$ cat src/rtl/ps2sc_pkg.sv
// Shared types and constants for the PS/2 scan code set 2 parser.
// Holds the byte codes, the event kinds and the packed result word.
// No dependencies.
`default_nettype none

package ps2sc_pkg;

  localparam logic [7:0] BYTE_EXT     = 8'hE0;
  localparam logic [7:0] BYTE_WIDE    = 8'hE1;
  localparam logic [7:0] BYTE_RELEASE = 8'hF0;
  localparam logic [7:0] CODE_SHIFT   = 8'h12;

  typedef enum logic [2:0] {
    KIND_UNKNOWN  = 3'd0,
    KIND_PRESS    = 3'd1,
    KIND_RELEASE  = 3'd2,
    KIND_XPRESS   = 3'd3,
    KIND_XRELEASE = 3'd4,
    KIND_WPRESS   = 3'd5,
    KIND_WRELEASE = 3'd6
  } kind_t;

  // Result word as it appears on the output tdata, lowest field last.
  typedef struct packed {
    logic [2:0]  pad;
    logic        translate_request;
    logic        shift_held;
    logic [15:0] key_code;
    kind_t       event_kind;
  } event_t;

  localparam int EventBits = $bits(event_t);

endpackage

`default_nettype wire

$ cat src/rtl/ps2sc_decode.sv
// Phase tracking and event assembly for scan code set 2 byte streams.
// Depends on ps2sc_pkg for byte codes, event kinds and the result word.
`default_nettype none

module ps2sc_decode (
  input  wire logic                 clk,
  input  wire logic                 rst,
  input  wire logic                 fire,
  input  wire logic [7:0]           rx_byte,
  output logic                      emit,
  output ps2sc_pkg::event_t         result
);

  typedef enum logic [3:0] {
    PH_IDLE      = 4'd0,
    PH_EXT       = 4'd1,
    PH_EXT_REL   = 4'd2,
    PH_WIDE      = 4'd3,
    PH_WIDE_HI   = 4'd4,
    PH_WREL      = 4'd5,
    PH_WREL_SKIP = 4'd6,
    PH_WREL_HI   = 4'd7,
    PH_REL       = 4'd8
  } phase_t;

  phase_t            phase, phase_next;
  logic [7:0]        held_low_code, held_low_code_next;
  logic              shift_flag, shift_flag_next;
  ps2sc_pkg::kind_t  kind;
  logic [15:0]       code;
  logic              xlate;

  always_comb begin
    phase_next         = phase;
    held_low_code_next = held_low_code;
    kind               = ps2sc_pkg::KIND_UNKNOWN;
    code               = {8'h00, rx_byte};
    emit               = 1'b0;
    case (phase)
      PH_EXT: begin
        if (rx_byte == ps2sc_pkg::BYTE_RELEASE) begin
          phase_next = PH_EXT_REL;
        end else begin
          phase_next = PH_IDLE;
          kind       = ps2sc_pkg::KIND_XPRESS;
          emit       = 1'b1;
        end
      end
      PH_EXT_REL: begin
        phase_next = PH_IDLE;
        kind       = ps2sc_pkg::KIND_XRELEASE;
        emit       = 1'b1;
      end
      PH_WIDE: begin
        if (rx_byte == ps2sc_pkg::BYTE_RELEASE) begin
          phase_next = PH_WREL;
        end else begin
          held_low_code_next = rx_byte;
          phase_next         = PH_WIDE_HI;
        end
      end
      PH_WIDE_HI: begin
        phase_next = PH_IDLE;
        kind       = ps2sc_pkg::KIND_WPRESS;
        code       = {rx_byte, held_low_code};
        emit       = 1'b1;
      end
      PH_WREL: begin
        held_low_code_next = rx_byte;
        phase_next         = PH_WREL_SKIP;
      end
      PH_WREL_SKIP: begin
        phase_next = PH_WREL_HI;
      end
      PH_WREL_HI: begin
        phase_next = PH_IDLE;
        kind       = ps2sc_pkg::KIND_WRELEASE;
        code       = {rx_byte, held_low_code};
        emit       = 1'b1;
      end
      PH_REL: begin
        phase_next = PH_IDLE;
        kind       = ps2sc_pkg::KIND_RELEASE;
        emit       = 1'b1;
      end
      default: begin
        // Idle, and any unused phase code, start a new sequence here.
        phase_next = PH_IDLE;
        if (rx_byte == ps2sc_pkg::BYTE_EXT) begin
          phase_next = PH_EXT;
        end else if (rx_byte == ps2sc_pkg::BYTE_WIDE) begin
          phase_next = PH_WIDE;
        end else if (rx_byte == ps2sc_pkg::BYTE_RELEASE) begin
          phase_next = PH_REL;
        end else if (rx_byte[7]) begin
          kind = ps2sc_pkg::KIND_UNKNOWN;
          emit = 1'b1;
        end else begin
          kind = ps2sc_pkg::KIND_PRESS;
          emit = 1'b1;
        end
      end
    endcase
  end

  // An extended release of the shift code also sets the flag; an extended
  // press leaves it alone.
  always_comb begin
    shift_flag_next = shift_flag;
    xlate           = 1'b0;
    if (emit) begin
      if (code == {8'h00, ps2sc_pkg::CODE_SHIFT}) begin
        if (kind inside {ps2sc_pkg::KIND_PRESS, ps2sc_pkg::KIND_XRELEASE,
                         ps2sc_pkg::KIND_WPRESS, ps2sc_pkg::KIND_WRELEASE}) begin
          shift_flag_next = 1'b1;
        end else if (kind == ps2sc_pkg::KIND_RELEASE) begin
          shift_flag_next = 1'b0;
        end
      end else if (kind == ps2sc_pkg::KIND_PRESS) begin
        xlate = 1'b1;
      end
    end
  end

  always_comb begin
    result                   = '0;
    result.event_kind        = kind;
    result.key_code          = code;
    result.shift_held        = shift_flag_next;
    result.translate_request = xlate;
  end

  always_ff @(posedge clk) begin
    if (rst) begin
      phase         <= PH_IDLE;
      held_low_code <= 8'h00;
      shift_flag    <= 1'b0;
    end else if (fire) begin
      phase         <= phase_next;
      held_low_code <= held_low_code_next;
      shift_flag    <= shift_flag_next;
    end
  end

`ifndef SYNTH
  a_release_after_prefix: assert property (@(posedge clk) disable iff (rst)
    fire && phase == PH_REL |=> phase == PH_IDLE)
    else $error("release phase did not return to idle");

  a_skip_then_high: assert property (@(posedge clk) disable iff (rst)
    fire && phase == PH_WREL_SKIP |=> phase == PH_WREL_HI)
    else $error("wide release skip byte not followed by high code phase");

  a_no_emit_in_prefix: assert property (@(posedge clk) disable iff (rst)
    (phase == PH_WIDE || phase == PH_WREL || phase == PH_WREL_SKIP) |-> !emit)
    else $error("event emitted in the middle of a wide sequence");
`endif

endmodule

`default_nettype wire

$ cat src/rtl/ps2sc_out_reg.sv
// Result register for the parser's output stream.
// Depends on ps2sc_pkg for the packed result word.
`default_nettype none

module ps2sc_out_reg (
  input  wire logic               clk,
  input  wire logic               rst,
  input  wire logic               load,
  input  wire ps2sc_pkg::event_t  load_data,
  output logic                    ready,
  output logic                    m_tvalid,
  input  wire logic               m_tready,
  output ps2sc_pkg::event_t       m_tdata
);

  // The register frees up in the same cycle that its word is taken.
  assign ready = !m_tvalid || m_tready;

  always_ff @(posedge clk) begin
    if (rst) begin
      m_tvalid <= 1'b0;
    end else if (ready) begin
      m_tvalid <= load;
    end
  end

  always_ff @(posedge clk) begin
    if (ready && load) begin
      m_tdata <= load_data;
    end
  end

endmodule

`default_nettype wire

$ cat src/rtl/ps2_set2_scancode_parser.sv
// PS/2 scan code set 2 parser: byte stream in, key event words out.
// Depends on ps2sc_pkg, ps2sc_decode and ps2sc_out_reg.
//
// Usage:
//   Keyboard bytes enter on s_tvalid/s_tready/s_tdata, one byte per word.
//   Key events leave on m_tvalid/m_tready/m_tdata, one word per finished
//   event. Prefix bytes (E0, E1, F0) and the inner bytes of a wide code give
//   no output word; they only advance the parse phase.
//   A byte accepted from s_tdata lands in the input register; its event is
//   then loaded into the result register, which raises m_tvalid, once that
//   register is ready to take it.
//   Throughput is one byte per cycle while m_tready is high, set by the
//   single phase register that each byte updates.
//   When the receiver stalls, the result register holds its word and the
//   input register holds one more byte; s_tready falls once both are full.
//   Reset clears the parse phase, the held low code and the shift flag, and
//   empties both registers.
`default_nettype none

module ps2_set2_scancode_parser (
  input  wire logic        clk,
  input  wire logic        rst,
  input  wire logic        s_tvalid,
  output logic             s_tready,
  input  wire logic [7:0]  s_tdata,   // [7:0] rx_byte
  output logic             m_tvalid,
  input  wire logic        m_tready,
  output logic [23:0]      m_tdata    // [2:0] event_kind, [18:3] key_code,
                                      // [19] shift_held, [20] translate_request
);

  logic               in_valid;
  logic [7:0]         in_byte;
  logic               out_ready;
  logic               proceed;
  logic               emit;
  ps2sc_pkg::event_t  result;
  ps2sc_pkg::event_t  out_word;

  assign proceed  = in_valid && out_ready;
  assign s_tready = !in_valid || out_ready;

  always_ff @(posedge clk) begin
    if (rst) begin
      in_valid <= 1'b0;
    end else if (s_tready) begin
      in_valid <= s_tvalid;
    end
  end

  always_ff @(posedge clk) begin
    if (s_tvalid && s_tready) begin
      in_byte <= s_tdata;
    end
  end

  ps2sc_decode u_decode (
    .clk     (clk),
    .rst     (rst),
    .fire    (proceed),
    .rx_byte (in_byte),
    .emit    (emit),
    .result  (result)
  );

  ps2sc_out_reg u_out (
    .clk       (clk),
    .rst       (rst),
    .load      (proceed && emit),
    .load_data (result),
    .ready     (out_ready),
    .m_tvalid  (m_tvalid),
    .m_tready  (m_tready),
    .m_tdata   (out_word)
  );

  assign m_tdata = out_word[ps2sc_pkg::EventBits-1:0];

`ifndef SYNTH
  a_translate_plain_press: assert property (@(posedge clk) disable iff (rst)
    m_tvalid && out_word.translate_request |->
      out_word.event_kind == ps2sc_pkg::KIND_PRESS &&
      out_word.key_code != {8'h00, ps2sc_pkg::CODE_SHIFT})
    else $error("translate request on an event that is not a plain press");

  a_shift_release_clears: assert property (@(posedge clk) disable iff (rst)
    m_tvalid && out_word.event_kind == ps2sc_pkg::KIND_RELEASE &&
      out_word.key_code == {8'h00, ps2sc_pkg::CODE_SHIFT} |-> !out_word.shift_held)
    else $error("shift still held after shift release");

  a_narrow_code: assert property (@(posedge clk) disable iff (rst)
    m_tvalid && out_word.event_kind != ps2sc_pkg::KIND_WPRESS &&
      out_word.event_kind != ps2sc_pkg::KIND_WRELEASE |-> out_word.key_code[15:8] == 8'h00)
    else $error("high code byte set on a single byte event");

  a_unknown_high_byte: assert property (@(posedge clk) disable iff (rst)
    m_tvalid && out_word.event_kind == ps2sc_pkg::KIND_UNKNOWN |->
      out_word.key_code[7])
    else $error("unknown event with a code below 0x80");
`endif

endmodule

`default_nettype wire
$ cat config.mk
export PLATFORM = sky130hd
export DESIGN_NAME = ps2_set2_scancode_parser
export DESIGN_NICKNAME = d
export VERILOG_FILES = /design/src/rtl/ps2sc_pkg.sv /design/src/rtl/ps2sc_decode.sv /design/src/rtl/ps2sc_out_reg.sv /design/src/rtl/ps2_set2_scancode_parser.sv
export SDC_FILE = /design/constraint.sdc
export NUM_CORES = 1
export LEC_CHECK = 0
export ABC_AREA = 1
export ABC_CLOCK_PERIOD_IN_PS = 2300
export BUFFER_PORTS_ARGS = -buffer_cell sky130_fd_sc_hd__buf_2
export CAP_MARGIN = 10
export CORE_ASPECT_RATIO = 0.6
export CORE_UTILIZATION = 40
export CTS_BUF_LIST = sky130_fd_sc_hd__clkbuf_2 sky130_fd_sc_hd__clkbuf_4 sky130_fd_sc_hd__clkbuf_8
export DETAILED_ROUTE_END_ITERATION = 8
export GPL_ROUTABILITY_DRIVEN = 0
export RECOVER_POWER = 50
export SYNTH_ARGS = -nofsm -noshare
export SYNTH_HDL_FRONTEND = slang
export SYNTH_SLANG_ARGS = --single-unit
$ cat constraint.sdc
create_clock -name clk -period 2.3 [get_ports clk]
set_clock_uncertainty 0.1 [all_clocks]
set_input_delay 0.115 -clock clk [delete_from_list [all_inputs] [get_ports clk]]
set_output_delay 0.115 -clock clk [all_outputs]
set_load 0.02 [all_outputs]
==> metrics <==
vias per inst=between 4 and 5; syn_area_per_cell=8.94 um^2; DRC violations left=0; Leak=approximately 1.1 nW; die height=56.9 um; total power draw=1.65 mW; cell area power density=688 nW/um^2; P&R area growth vs syn=19.4%; Startpoint Class=flip-flop; Hold Path Class=in2reg; met2 global-route usage=between 10% and 20%; Core Util, Final=around 50%; Setup CP Type=reg2reg; Chip Width=approximately 94 um; Max Freq=472 MHz; Post-Route WL=3.87 mm; register area share after synthesis=approximately 58%; Clock Sink Count=44; via count=between 1500 and 2000; Core Area=around 4700 um^2; min cycle time layout=2120 ps; clock root cell=clkbuf_8; Top Usage Layer GRT=met1; CP arrival=between 2000 and 2500 ps; max-slew violation count=0; most common cell after layout, fill and taps aside=nand2_1; layout cells sized above 1=a little over an eighth; ant diodes=0; clock buffer depth=2; DP Worst Slack=approximately 130 ps; Synth Cell Area=roughly 2000 um^2; gr usage total=between 10% and 20%; Initial Utilization=between 40% and 50%; Final period util=slightly above 90%; Antenna Nets Post-Route=0; CTS buffer count=5; GR Util met3=4.47%; Yosys warnings=0; drt wl/cell=~11 um; Port Buffers=34; CTS tree=done; Mapped Cells=about 230; die area=between 5000 and 6000 um^2; most frequent cells in the layout=39 x nand2_1, 37 x inv_1, 29 x edfxtp_1; CP Capture Type=flip-flop; Cell Rows=19; post-layout worst setup margin=182 ps; flops & latches, synth=between 40 and 50; CP Data Required Time=~2200 ps; top post-synthesis cells by area=edfxtp_1 43%, dfxtp_1 15%, nand2_1 6.9%; first-pass GRT wire length=between 6 and 7 mm; RSZ-0062 raised after global routing=no; clk_lat worst skew=slightly below 300 ps; max-cap violations=0; M1 GR Usage=roughly 27%; Setup TNS=0 ps; largest area contributor in the synthesized netlist=edfxtp_1; Final Hold Viols=0; GRT overflow=0; Detailed Route Iter0 Violations=~100; area share of the largest cell type after synthesis=between 40% and 50%; FILL cells=473; Final HPWL DP=~2.9 mm; Final Hold Slack=between 80 and 90 ps; initial antenna violation count=0; CTS clk-pin slew, worst paths=approximately 80 ps; # setup viols final=0; H-tree lvl count=2; DR pass1 iterations=4; status=finished, final reports clean; Max FO, Critical Path=21; vias in the first global route=approximately 1200; reg2reg setup slack=180 ps; # IOs=38; worst vdd ir=between 0.0003 and 0.0004 V; Yosys cell types=24; # Post-CTS Setup Buffers=0; Final Net Count=approximately 290; largest net degree at the start of global routing=22
[Yosys cell counts]
library cell  number
nand4_1            3
inv_2              2
buf_6              2
nor2_2             3
nor2_1            25
inv_1             36
nand2_2            9
conb_1             1
a31oi_1            3
nor3_1             4
a21oi_1           13
o21ai_0           15
a211oi_1           1
buf_4              4
nand2_4            1
dfxtp_1           15
edfxtp_1          29
nand2_1           37
nor2_4             1
clkbuf_1           1
or2_2              1
o21ai_1            1
buf_2              2
nand3_1           16
[power breakdown]
group	internal, mW	switching, mW
logic	0.0827	0.169
clock network	0.237	0.239
registers	0.899	0.0253
[final cells by class]
type                       count  area, um^2  area share [%]
sequential                    44        1170            48.8
multi-input combinational    136         638            26.6
timing repair buffer          48         280            11.7
inverter                      38         143            5.94
clock buffer                   7        83.8            3.49
tap                           63        78.8            3.28
clock inverter                 1        5.00           0.209
[cells by family after synthesis]
| kind of cell | share of synthesized area (%) |
|---|---|
| simple gates | 22.7 |
| buf+inv | 10.4 |
| flops | 58.2 |
| other cells | 0.187 |
| compound gates | 8.52 |
[stage by stage]
stage,instances,instance area [um^2]
floorplan,227,2020
global placement,319,2240
detailed placement,319,2240
CTS,337,2430
global route,337,2400
finish,337,2400
[repair_timing]
item,4_1_cts,5_1_grt
endpoints found under the setup margin,0,21
hold buffers,10,0
gates resized for setup,0,2
endpoints found under the hold margin,11,0
[metal layers]
metal	up-vias	part of all wire, %
met2	62	32
li1	813	-
met5	-	0
met1	650	59
met3	3	8.2
met4	0	0.59
[worst paths after layout]
path | startpoint | end | cells after the start
max | u_decode.phase[1]$_SDFFE_PP0P_ | u_out.m_tdata[4]$_DFFE_PP_ | 10
min | m_tready | u_out.m_tvalid$_SDFFE_PP0P_ | 4
max reg2reg | u_decode.phase[1]$_SDFFE_PP0P_ | u_out.m_tdata[4]$_DFFE_PP_ | 10
min reg2reg | u_decode.held_low_code[3]$_SDFFE_PP0P_ | u_decode.held_low_code[3]$_SDFFE_PP0P_ | 2
[registers in the layout, indices dropped and copies added, names as in the netlist]
name,flops
u_out.m_tdata,21
u_decode.phase,4
in_valid,1
u_decode.held_low_code,8
in_byte,8
u_out.m_tvalid,1
u_decode.shift_flag,1
[worst max-delay path, cell delays in order, from the launching register on]
cell,delay [ps]
dfxtp_1,460
nand2_1,150
inv_1,110
nand2_4,100
nand2_1,110
inv_1,60
nand4_1,80
o21ai_1,90
or2_2,310
inv_1,100
buf_12,170
Note: power is estimated with default switching activity, not from simulation.
